<file path="src/hdl/spd_pkg.sv">
// Package for the SSH packet deframer: phase and status codes, field widths.
// No dependencies; used by the interfaces, the parser core and the top level.
package spd_pkg;

  localparam int unsigned LenWidth  = 32;
  localparam int unsigned ByteWidth = 8;

  // Parser phase within one binary packet
  typedef enum logic [1:0] {
    PH_LEN     = 2'd0,
    PH_PADLEN  = 2'd1,
    PH_PAYLOAD = 2'd2,
    PH_PADDING = 2'd3
  } phase_t;

  // Result status codes
  typedef enum logic [2:0] {
    ST_PAYLOAD  = 3'd0,
    ST_EMPTY    = 3'd1,
    ST_TOO_LONG = 3'd2,
    ST_ZERO     = 3'd3,
    ST_BAD_PAD  = 3'd4
  } status_t;

  // Index of the last byte of the 4-byte length field
  localparam logic [1:0] LastLenIdx = 2'd3;

endpackage

</file>
<file path="src/hdl/spd_ifs.sv">
// Valid/ready channel interfaces of the SSH packet deframer.
// Depends on spd_pkg for field widths and the status type.
interface spd_byte_if import spd_pkg::*; ();
  logic                 valid;
  logic                 ready;
  logic [ByteWidth-1:0] in_byte;
  modport source (output valid, output in_byte, input ready);
  modport sink   (input valid, input in_byte, output ready);
endinterface

interface spd_result_if import spd_pkg::*; ();
  logic                 valid;
  logic                 ready;
  logic [ByteWidth-1:0] out_byte;
  logic                 out_last;
  status_t              out_status;
  modport source (output valid, output out_byte, output out_last, output out_status,
                  input ready);
  modport sink   (input valid, input out_byte, input out_last, input out_status,
                  output ready);
endinterface

interface spd_cfg_if import spd_pkg::*; ();
  logic                valid;
  logic                ready;
  logic [LenWidth-1:0] max_frame_len;
  modport source (output valid, output max_frame_len, input ready);
  modport sink   (input valid, input max_frame_len, output ready);
endinterface

</file>
<file path="src/hdl/ssh_packet_deframer.sv">
// SSH binary packet deframer, unencrypted stream: takes one byte per item and
// emits payload bytes or status results. A result appears in the result
// register in the cycle after its byte is accepted. Throughput: one byte per
// cycle unless the output stalls; the single result register lets the next
// byte in while a result is being taken. Synchronous active-high reset returns
// the parser to the first length byte and sets the length limit to 35000.
module ssh_packet_deframer import spd_pkg::*; (
  input  logic         clk,
  input  logic         rst,
  spd_cfg_if.sink      cfg,
  spd_byte_if.sink     in_ch,
  spd_result_if.source out_ch
);

  localparam logic [LenWidth-1:0] MaxLenReset = LenWidth'(35000);

  logic [LenWidth-1:0] max_len;

  // Configuration register, writable at any cycle
  assign cfg.ready = 1'b1;

  always_ff @(posedge clk) begin
    if (rst) begin
      max_len <= MaxLenReset;
    end else if (cfg.valid && cfg.ready) begin
      max_len <= cfg.max_frame_len;
    end
  end

  spd_core u_core (
    .clk     (clk),
    .rst     (rst),
    .max_len (max_len),
    .in_ch   (in_ch),
    .out_ch  (out_ch)
  );

endmodule

</file>
<file path="src/hdl/spd_core.sv">
// Packet parser of the SSH deframer: phase state, counters and result register.
// Depends on spd_pkg and the channel interfaces in spd_ifs.sv.
module spd_core import spd_pkg::*; (
  input  logic                clk,
  input  logic                rst,
  input  logic [LenWidth-1:0] max_len,
  spd_byte_if.sink            in_ch,
  spd_result_if.source        out_ch
);

  phase_t                 phase, phase_next;
  logic [1:0]             len_idx, len_idx_next;
  logic [LenWidth-9:0]    len_acc, len_acc_next;
  logic [LenWidth-1:0]    pay_rem, pay_rem_next;
  logic [ByteWidth-1:0]   pad_rem, pad_rem_next;

  logic                   ovalid;
  logic [ByteWidth-1:0]   obyte;
  logic                   olast;
  status_t                ostatus;

  logic                   emit;
  logic [ByteWidth-1:0]   emit_byte;
  logic                   emit_last;
  status_t                emit_status;

  logic                   accept;
  logic [LenWidth-1:0]    full_len;
  logic [LenWidth-1:0]    body;
  logic [LenWidth-1:0]    pad_ext;
  logic [LenWidth-1:0]    pay_dec;
  logic [ByteWidth-1:0]   pad_dec;

  // Take a new item whenever the result register is free or being emptied
  assign in_ch.ready = !ovalid || out_ch.ready;
  assign accept      = in_ch.valid && in_ch.ready;

  assign full_len = {len_acc, in_ch.in_byte};
  assign body     = pay_rem - LenWidth'(1);
  assign pad_ext  = LenWidth'(in_ch.in_byte);
  assign pay_dec  = pay_rem - LenWidth'(1);
  assign pad_dec  = pad_rem - ByteWidth'(1);

  // Next state and result for the byte at the input
  always_comb begin
    phase_next   = phase;
    len_idx_next = len_idx;
    len_acc_next = len_acc;
    pay_rem_next = pay_rem;
    pad_rem_next = pad_rem;
    emit         = 1'b0;
    emit_byte    = '0;
    emit_last    = 1'b0;
    emit_status  = ST_PAYLOAD;
    unique case (phase)
      PH_PADLEN: begin
        if (pad_ext > body) begin
          emit         = 1'b1;
          emit_status  = ST_BAD_PAD;
          phase_next   = PH_LEN;
          pay_rem_next = '0;
          pad_rem_next = '0;
        end else begin
          pad_rem_next = in_ch.in_byte;
          pay_rem_next = body - pad_ext;
          if (body == pad_ext) begin
            emit        = 1'b1;
            emit_status = ST_EMPTY;
            phase_next  = (in_ch.in_byte != '0) ? PH_PADDING : PH_LEN;
          end else begin
            phase_next = PH_PAYLOAD;
          end
        end
      end
      PH_PAYLOAD: begin
        emit         = 1'b1;
        emit_byte    = in_ch.in_byte;
        pay_rem_next = pay_dec;
        if (pay_dec == '0) begin
          emit_last  = 1'b1;
          phase_next = (pad_rem != '0) ? PH_PADDING : PH_LEN;
          if (pad_rem == '0) begin
            pad_rem_next = '0;
          end
        end
      end
      PH_PADDING: begin
        pad_rem_next = pad_dec;
        if (pad_dec == '0) begin
          phase_next   = PH_LEN;
          pay_rem_next = '0;
        end
      end
      PH_LEN: begin
        len_idx_next = len_idx + 2'd1;
        len_acc_next = full_len[LenWidth-9:0];
        if (len_idx == LastLenIdx) begin
          len_acc_next = '0;
          if (full_len > max_len) begin
            emit         = 1'b1;
            emit_status  = ST_TOO_LONG;
            pay_rem_next = '0;
            pad_rem_next = '0;
          end else if (full_len == '0) begin
            emit         = 1'b1;
            emit_status  = ST_ZERO;
            pay_rem_next = '0;
            pad_rem_next = '0;
          end else begin
            pay_rem_next = full_len;
            phase_next   = PH_PADLEN;
          end
        end
      end
      default: begin
        phase_next = PH_LEN;
      end
    endcase
  end

  // Parser state
  always_ff @(posedge clk) begin
    if (rst) begin
      phase   <= PH_LEN;
      len_idx <= '0;
      len_acc <= '0;
      pay_rem <= '0;
      pad_rem <= '0;
    end else if (accept) begin
      phase   <= phase_next;
      len_idx <= len_idx_next;
      len_acc <= len_acc_next;
      pay_rem <= pay_rem_next;
      pad_rem <= pad_rem_next;
    end
  end

  // Result register valid
  always_ff @(posedge clk) begin
    if (rst) begin
      ovalid <= 1'b0;
    end else if (accept) begin
      ovalid <= emit;
    end else if (out_ch.ready) begin
      ovalid <= 1'b0;
    end
  end

  // Result register payload
  always_ff @(posedge clk) begin
    if (accept && emit) begin
      obyte   <= emit_byte;
      olast   <= emit_last;
      ostatus <= emit_status;
    end
  end

  assign out_ch.valid      = ovalid;
  assign out_ch.out_byte   = obyte;
  assign out_ch.out_last   = olast;
  assign out_ch.out_status = ostatus;

  // A partial length field only exists while gathering length bytes
  a_len_idx_phase: assert property (@(posedge clk) disable iff (rst)
    (len_idx != '0) |-> (phase == PH_LEN))
    else $error("length byte index set outside length phase");

  // Padding phase always has bytes left to skip
  a_pad_nonzero: assert property (@(posedge clk) disable iff (rst)
    (phase == PH_PADDING) |-> (pad_rem != '0))
    else $error("padding phase with no padding left");

  // A skipped padding byte produces no result
  a_pad_silent: assert property (@(posedge clk) disable iff (rst)
    (accept && phase == PH_PADDING) |=> !out_ch.valid)
    else $error("result produced for a padding byte");

  // The last flag only rides on payload bytes
  a_last_payload: assert property (@(posedge clk) disable iff (rst)
    (out_ch.valid && out_ch.out_last) |-> (out_ch.out_status == ST_PAYLOAD))
    else $error("last flag on a status result");

  // Payload phase always has at least one byte due
  a_pay_nonzero: assert property (@(posedge clk) disable iff (rst)
    (phase == PH_PAYLOAD) |-> (pay_rem != '0))
    else $error("payload phase with no payload left");

endmodule
</file>
<file path="src/flat_wrapper.sv">
// flat-port wrapper written by rule: the top's interface ports become plain ports
module ssh_packet_deframer_flat import spd_pkg::*;
  (clk, rst, cfg_valid, cfg_max_frame_len, cfg_ready, in_ch_valid, in_ch_in_byte, in_ch_ready, out_ch_valid, out_ch_out_byte, out_ch_out_last, out_ch_out_status, out_ch_ready);
  spd_cfg_if cfg_i ();
  spd_byte_if in_ch_i ();
  spd_result_if out_ch_i ();
  input  logic clk;
  input  logic rst;
  input wire logic [$bits(cfg_i.valid)-1:0] cfg_valid;
  input wire logic [$bits(cfg_i.max_frame_len)-1:0] cfg_max_frame_len;
  output wire logic [$bits(cfg_i.ready)-1:0] cfg_ready;
  input wire logic [$bits(in_ch_i.valid)-1:0] in_ch_valid;
  input wire logic [$bits(in_ch_i.in_byte)-1:0] in_ch_in_byte;
  output wire logic [$bits(in_ch_i.ready)-1:0] in_ch_ready;
  output wire logic [$bits(out_ch_i.valid)-1:0] out_ch_valid;
  output wire logic [$bits(out_ch_i.out_byte)-1:0] out_ch_out_byte;
  output wire logic [$bits(out_ch_i.out_last)-1:0] out_ch_out_last;
  output wire logic [$bits(out_ch_i.out_status)-1:0] out_ch_out_status;
  input wire logic [$bits(out_ch_i.ready)-1:0] out_ch_ready;
  assign cfg_i.valid = cfg_valid;
  assign cfg_i.max_frame_len = cfg_max_frame_len;
  assign cfg_ready = cfg_i.ready;
  assign in_ch_i.valid = in_ch_valid;
  assign in_ch_i.in_byte = in_ch_in_byte;
  assign in_ch_ready = in_ch_i.ready;
  assign out_ch_valid = out_ch_i.valid;
  assign out_ch_out_byte = out_ch_i.out_byte;
  assign out_ch_out_last = out_ch_i.out_last;
  assign out_ch_out_status = out_ch_i.out_status;
  assign out_ch_i.ready = out_ch_ready;
  ssh_packet_deframer u_core (.clk(clk), .rst(rst), .cfg(cfg_i), .in_ch(in_ch_i), .out_ch(out_ch_i));
endmodule
</file>
<file path="config.mk">
export PLATFORM = sky130hd
export DESIGN_NAME = ssh_packet_deframer_flat
export DESIGN_NICKNAME = d
export VERILOG_FILES = /design/src/hdl/spd_pkg.sv /design/src/hdl/spd_ifs.sv /design/src/hdl/ssh_packet_deframer.sv /design/src/hdl/spd_core.sv /design/src/flat_wrapper.sv
export SDC_FILE = /design/constraint.sdc
export NUM_CORES = 1
export LEC_CHECK = 0
export BUFFER_PORTS_ARGS = -buffer_cell sky130_fd_sc_hd__buf_2
export CORE_MARGIN = 8
export CORE_UTILIZATION = 47
export DETAILED_ROUTE_END_ITERATION = 6
export PLACE_DENSITY_LB_ADDON = 0.1
export SLEW_MARGIN = 10
export SYNTH_ARGS = -nofsm -noshare
export SYNTH_HDL_FRONTEND = slang
export SYNTH_HIERARCHICAL = 1
export SYNTH_SLANG_ARGS = --single-unit
</file>
<file path="constraint.sdc">
create_clock -name clk -period 5.5 [get_ports clk]
set_clock_uncertainty 0.15 [all_clocks]
set_input_delay 1.375 -clock clk [delete_from_list [all_inputs] [get_ports clk]]
set_output_delay 1.375 -clock clk [all_outputs]
set_load 0.01 [all_outputs]
</file>
Word level (Yosys, flattened, before mapping)
Cells that the tools add are included.
{"block": "word_totals", "ff_bits": 113, "inputBits": 45}
{"block": "classes", "add_sub_neg": 4, "magnitude_cmp": 2, "eq_ne": 12, "n_mux": 39, "reduce_logical": 16}
{"cell": "$mux W32", "count": 5}
{"cell": "$pmux W32 S4", "count": 1}
{"cell": "$logic_not A32 Y1", "count": 2}
{"cell": "$mux W8", "count": 6}
{"cell": "$eq A32 B8 Y1", "count": 1}
{"cell": "$gt A32 B32 Y1", "count": 1}
{"cell": "$gt A8 B32 Y1", "count": 1}
{"cell": "$pmux W8 S4", "count": 1}
{"cell": "$sub A32 B1 Y32 const B", "count": 1}
{"cell": "$sub A32 B8 Y32", "count": 1}
{"cell": "$mux W2", "count": 12}
{"cell": "$mux W24", "count": 1}
{"cell": "$logic_not A8 Y1", "count": 2}
{"cell": "$reduce_bool A8 Y1", "count": 2}
{"cell": "$ne A2 B2 Y1 const B", "count": 6}
{"cell": "$mux W1", "count": 9}
{"cell": "$pmux W2 S4", "count": 1}
{"cell": "$sub A8 B1 Y8 const B", "count": 1}
{"cell": "$eq A2 B2 Y1 const B", "count": 3}
{"cell": "$pmux W3 S2", "count": 1}
{"cell": "$reduce_and A6 Y1", "count": 1}
{"cell": "$reduce_and A5 Y1", "count": 1}
{"cell": "$mux W3", "count": 1}
{"cell": "$ne A3 B3 Y1 const B", "count": 1}
{"cell": "other kinds (10)", "count": 11}

Depth between registers and ports, before layout
{"block": "logic_depth", "ltp_word": 6, "mapped_depth": 16}

Modules after synthesis
Netlist, hierarchy kept.
{"mod": "spd_core", "n_inst": 1, "cells_per_inst": 850, "area_each_um2": 6421.2}
{"mod": "ssh_packet_deframer", "n_inst": 1, "cells_per_inst": 105, "area_each_um2": 1179.9}

Worst setup path before layout
No wires, ideal clock.
{"block": "synth_path", "path_kind": "register -> register", "start": "register u_core.u_core.pay_rem[0]", "end": "register u_core.u_core.pay_rem[29]", "setup_time_ps": 123, "arrival_ps": 3932, "setup_slack_ps": 1295, "stages_incl_launch_ff": 17, "path_cell_list": "dfxtp_1 -> inv_1 -> ha_1 -> or4b_1 -> clkbuf_1 -> nor2_1 -> xor2_1 -> ha_1 -> a21o_1 -> or3_1 -> o211a_1 -> nor3_1 -> nand4_1 -> or4_1 -> xor2_1 -> a221oi_1 -> nor2_1"}
{"block": "synth_between", "elab_chain_len": 4, "word_cells_on_any_way": 5, "classes_between": "add/sub: 2; order compare: 1; mux: 2"}
{"element": "from (decl)", "line": "spd_core.sv:14", "source": "logic [LenWidth-1:0] pay_rem, pay_rem_next;"}
{"element": "from (signal assigned)", "line": "spd_core.sv:133", "source": "pay_rem <= pay_rem_next;"}
{"element": "$sub A32 B1 Y32 *", "line": "spd_core.sv:39, spd_core.sv:41"}
{"element": "$sub A32 B8 Y32 or $gt A8 B32 Y1 (tied branches)", "line": "spd_core.sv:65, spd_core.sv:57"}
{"element": "$mux W32", "line": "spd_core.sv:57", "source": "if (pad_ext > body) begin"}
{"element": "$pmux W32 S4 *", "line": "spd_core.sv:55", "source": "unique case (phase)"}
Every way passes the cells marked *; elsewhere a longest branch is shown, timed or not.
A chain may end at the register's enable or synchronous reset.

Worst setup path in the final report
Ends and elaborated chain as after synthesis.

==> results.txt <==
# hold bufs at CTS = 0
Die Area = 0.0205 sq mm
worst reg-to-reg path cell count = 15
cells after synthesis = 955
H-tree Lvls = 4
pin count of the biggest net entering global routing = 51
layout overhead on the synthesized area = 13.2%
total wire length = 23000 microns
Slew Limit Fails = 0
Synth Area in Adders = 0.0784
CP max FO = 8
top cell type's share of synthesized area = 0.266
Critical Path RT = 5640 ps
max cap viols = 0
Synth Area in XOR/XNOR = 0.0611
routed len/inst = 18.9 microns
Hold Vio Cnt, Final = 0
top post-synthesis cells by area = dfxtp_1 (27%), ha_1 (7.6%), nor2_1 (6.4%)
Synth Cell Area = 0.00760 sq mm
mux cell area share after synthesis = 0.0356
hold path depth = 2
worst skew pair latency = 420 ps
Ports = 60
total setup buffers inserted after CTS = 0
initial antenna violation count = 0
post-synth top area cell = dfxtp_1
Die H = 143 microns
Post-synth top flop = dfxtp_1
vias = 7247
hpwl dp = 16500 microns
CP Capture Type = flop
final count of negative-setup-slack endpoints = 0
Tot GR Track Use = 0.229
Commonest cells post-synth = nor2_1 (130), dfxtp_1 (101), a21oi_1 (73), inv_1 (58), o21ai_0 (57)
# fillers = 1548
Row Count = 46
crit start category = flop
Crit path arrival time = 5060 ps
Iteration-0 DRC Markers = 623
Initial Util = 0.480
number of CTS-inserted buffers = 17
Final #Nets = 1078
CTS tree = done
Clock transition at path regs = 60 ps
first-pass GRT wire length = 37000 microns
Sinks on Clock Net = 113
post-synthesis sequential area ratio = 0.313
drt drc = 0
Avg Inst Size Synth = 7.96 sq um
RSZ-0062 raised after global routing = false
Hold Crit Class = reg2reg
post-synthesis register bit count = 113
syn_nets = 1047
Synth cell types = 73
Core ar. = 0.0158 sq mm
DR vias/cell = 5.96
global route overflow = 0
ratio of cells with drive above 1 in the final layout = 0.119
synth warn = 6
Post-synth EDFFs = 12
setup_tns = 0 ps
fin crit share = 0.894
Fmax = 203 MHz
drt first pass iters = 7
main combinational cell family by area after synthesis = simple AND/OR/NAND/NOR gates
kind of critical path = reg2reg
vias in the first global route = 6923
clock tree buffer depth = 2
# diodes = 0
fraction of registers with async set/reset = 0
remaining antenna violation count = 0
Post-Synth Simple-Gate Area = 0.250
run status = complete, no violations
Port Buf Inserts = 58
Chip Width = 143 microns
Slew headroom = 0.271
Root Buffer = clkbuf_16
complex-gate fraction of the synthesized area = 0.193
# resized after CTS = 0
top-count cell post-synth = nor2_1
crit path time final = 4920 ps
Routability Congestion = 0.918
Worst-Margin Slew = 1090 ps
final timing paths:
kind | from | end | slack (ps)
worst min-delay path | u_core/max_len[21] | u_core/max_len[21] | 340
worst max-delay path | u_core/u_core/pay_rem[0] | u_core/u_core/pay_rem[29] | 580
worst max register to register | u_core/u_core/pay_rem[0] | u_core/u_core/pay_rem[29] | 580
worst min register to register | u_core/max_len[21] | u_core/max_len[21] | 340
area by class of cell:
cell class,instances,area [sq um],area share
sequential,113,2380,0.277
tap,216,270,0.0314
clock buffer,19,443,0.0515
inverter,58,218,0.0253
multi-input combinational,725,4720,0.548
timing repair buffer,71,388,0.0451
clock inverter,13,184,0.0214
state kept, by name (all words and copies together) (netlist names):
signal                           flops
u_core/u_core/out_ch.out_status      3
u_core/u_core/pay_rem               32
u_core/u_core/pad_rem                8
u_core/u_core/out_ch.valid           1
u_core/max_len                      32
u_core/u_core/out_ch.out_last        1
u_core/u_core/len_idx                2
u_core/u_core/out_ch.out_byte        8
u_core/u_core/phase                  2
u_core/u_core/len_acc               24
worst max-delay path, cell delays in order, from the launching register on:
cell	delay (ps)
dfxtp_1	390
inv_1	110
ha_1	280
or4b_1	610
nor2_1	160
xor2_1	290
ha_1	350
a21o_1	230
or3_1	320
o211a_1	240
nor3_1	510
nand4_1	150
or4_1	470
xor2_1	170
a221oi_1	280
nor2_1	80
cell families after synthesis:
kind of cell             Yosys count
buffers and inverters            117
AND/OR/NAND/NOR                  368
XOR/XNOR                          53
flip-flops                       113
multiplexers                      27
adder cells (fa/ha/maj)           47
other                              1
AO/OA/AOI/OAI                    229
cells in the final DEF (no fill, tap or decap), types with 7 or more instances in the layout:
| master | Yosys | final |
|---|---|---|
| nor2_1 | 130 | 130 |
| dfxtp_1 | 101 | 101 |
| a21oi_1 | 73 | 72 |
| buf_2 | 6 | 58 |
| inv_1 | 58 | 58 |
| o21ai_0 | 57 | 57 |
| ha_1 | 46 | 46 |
| nand2_1 | 45 | 45 |
| nor4_1 | 34 | 33 |
| nor3_1 | 31 | 31 |
| xnor2_1 | 30 | 30 |
| a221oi_1 | 28 | 28 |
| mux2i_1 | 27 | 27 |
| xor2_1 | 23 | 23 |
| nand4_1 | 21 | 21 |
| clkbuf_16 | 0 | 17 |
| nor3b_1 | 17 | 17 |
| nand3_1 | 17 | 16 |
| or3_1 | 14 | 14 |
| nor2b_1 | 13 | 13 |
| buf_4 | 1 | 13 |
| edfxtp_1 | 12 | 12 |
| or4_1 | 10 | 10 |
| a211o_1 | 8 | 8 |
| a31oi_1 | 7 | 7 |
stage by stage:
step | setup slack [ps] | instances | util | hold WS (ps) | cell area [sq um]
6_report | 581 | 1215 | 0.543 | 341 | 8600
2_1_floorplan | 1290 | 955 | - | 310 | 7600
4_1_cts | 637 | 1215 | 0.543 | 348 | 8600
3_3_place_gp | 644 | 1183 | 0.504 | 324 | 7980
3_5_place_dp | 661 | 1183 | 0.504 | 334 | 7980
5_1_grt | 310 | 1215 | 0.543 | 374 | 8600
metal layers:
metal | global-route usage | part of all wire | vias to the layer above | wire (microns)
met3 | 0.0434 | 0.057 | 46 | 1320
met1 | 0.300 | 0.46 | 3385 | 10600
met4 | 0.0900 | 0.029 | 0 | 663
met2 | 0.363 | 0.45 | 266 | 10400
met5 | 0 | 0 | - | 0
li1 | - | - | 3550 | -
Power is left out: the tool's default activity adds up to more than one toggle a clock period on the data nets, which glitch-free logic cannot reach.
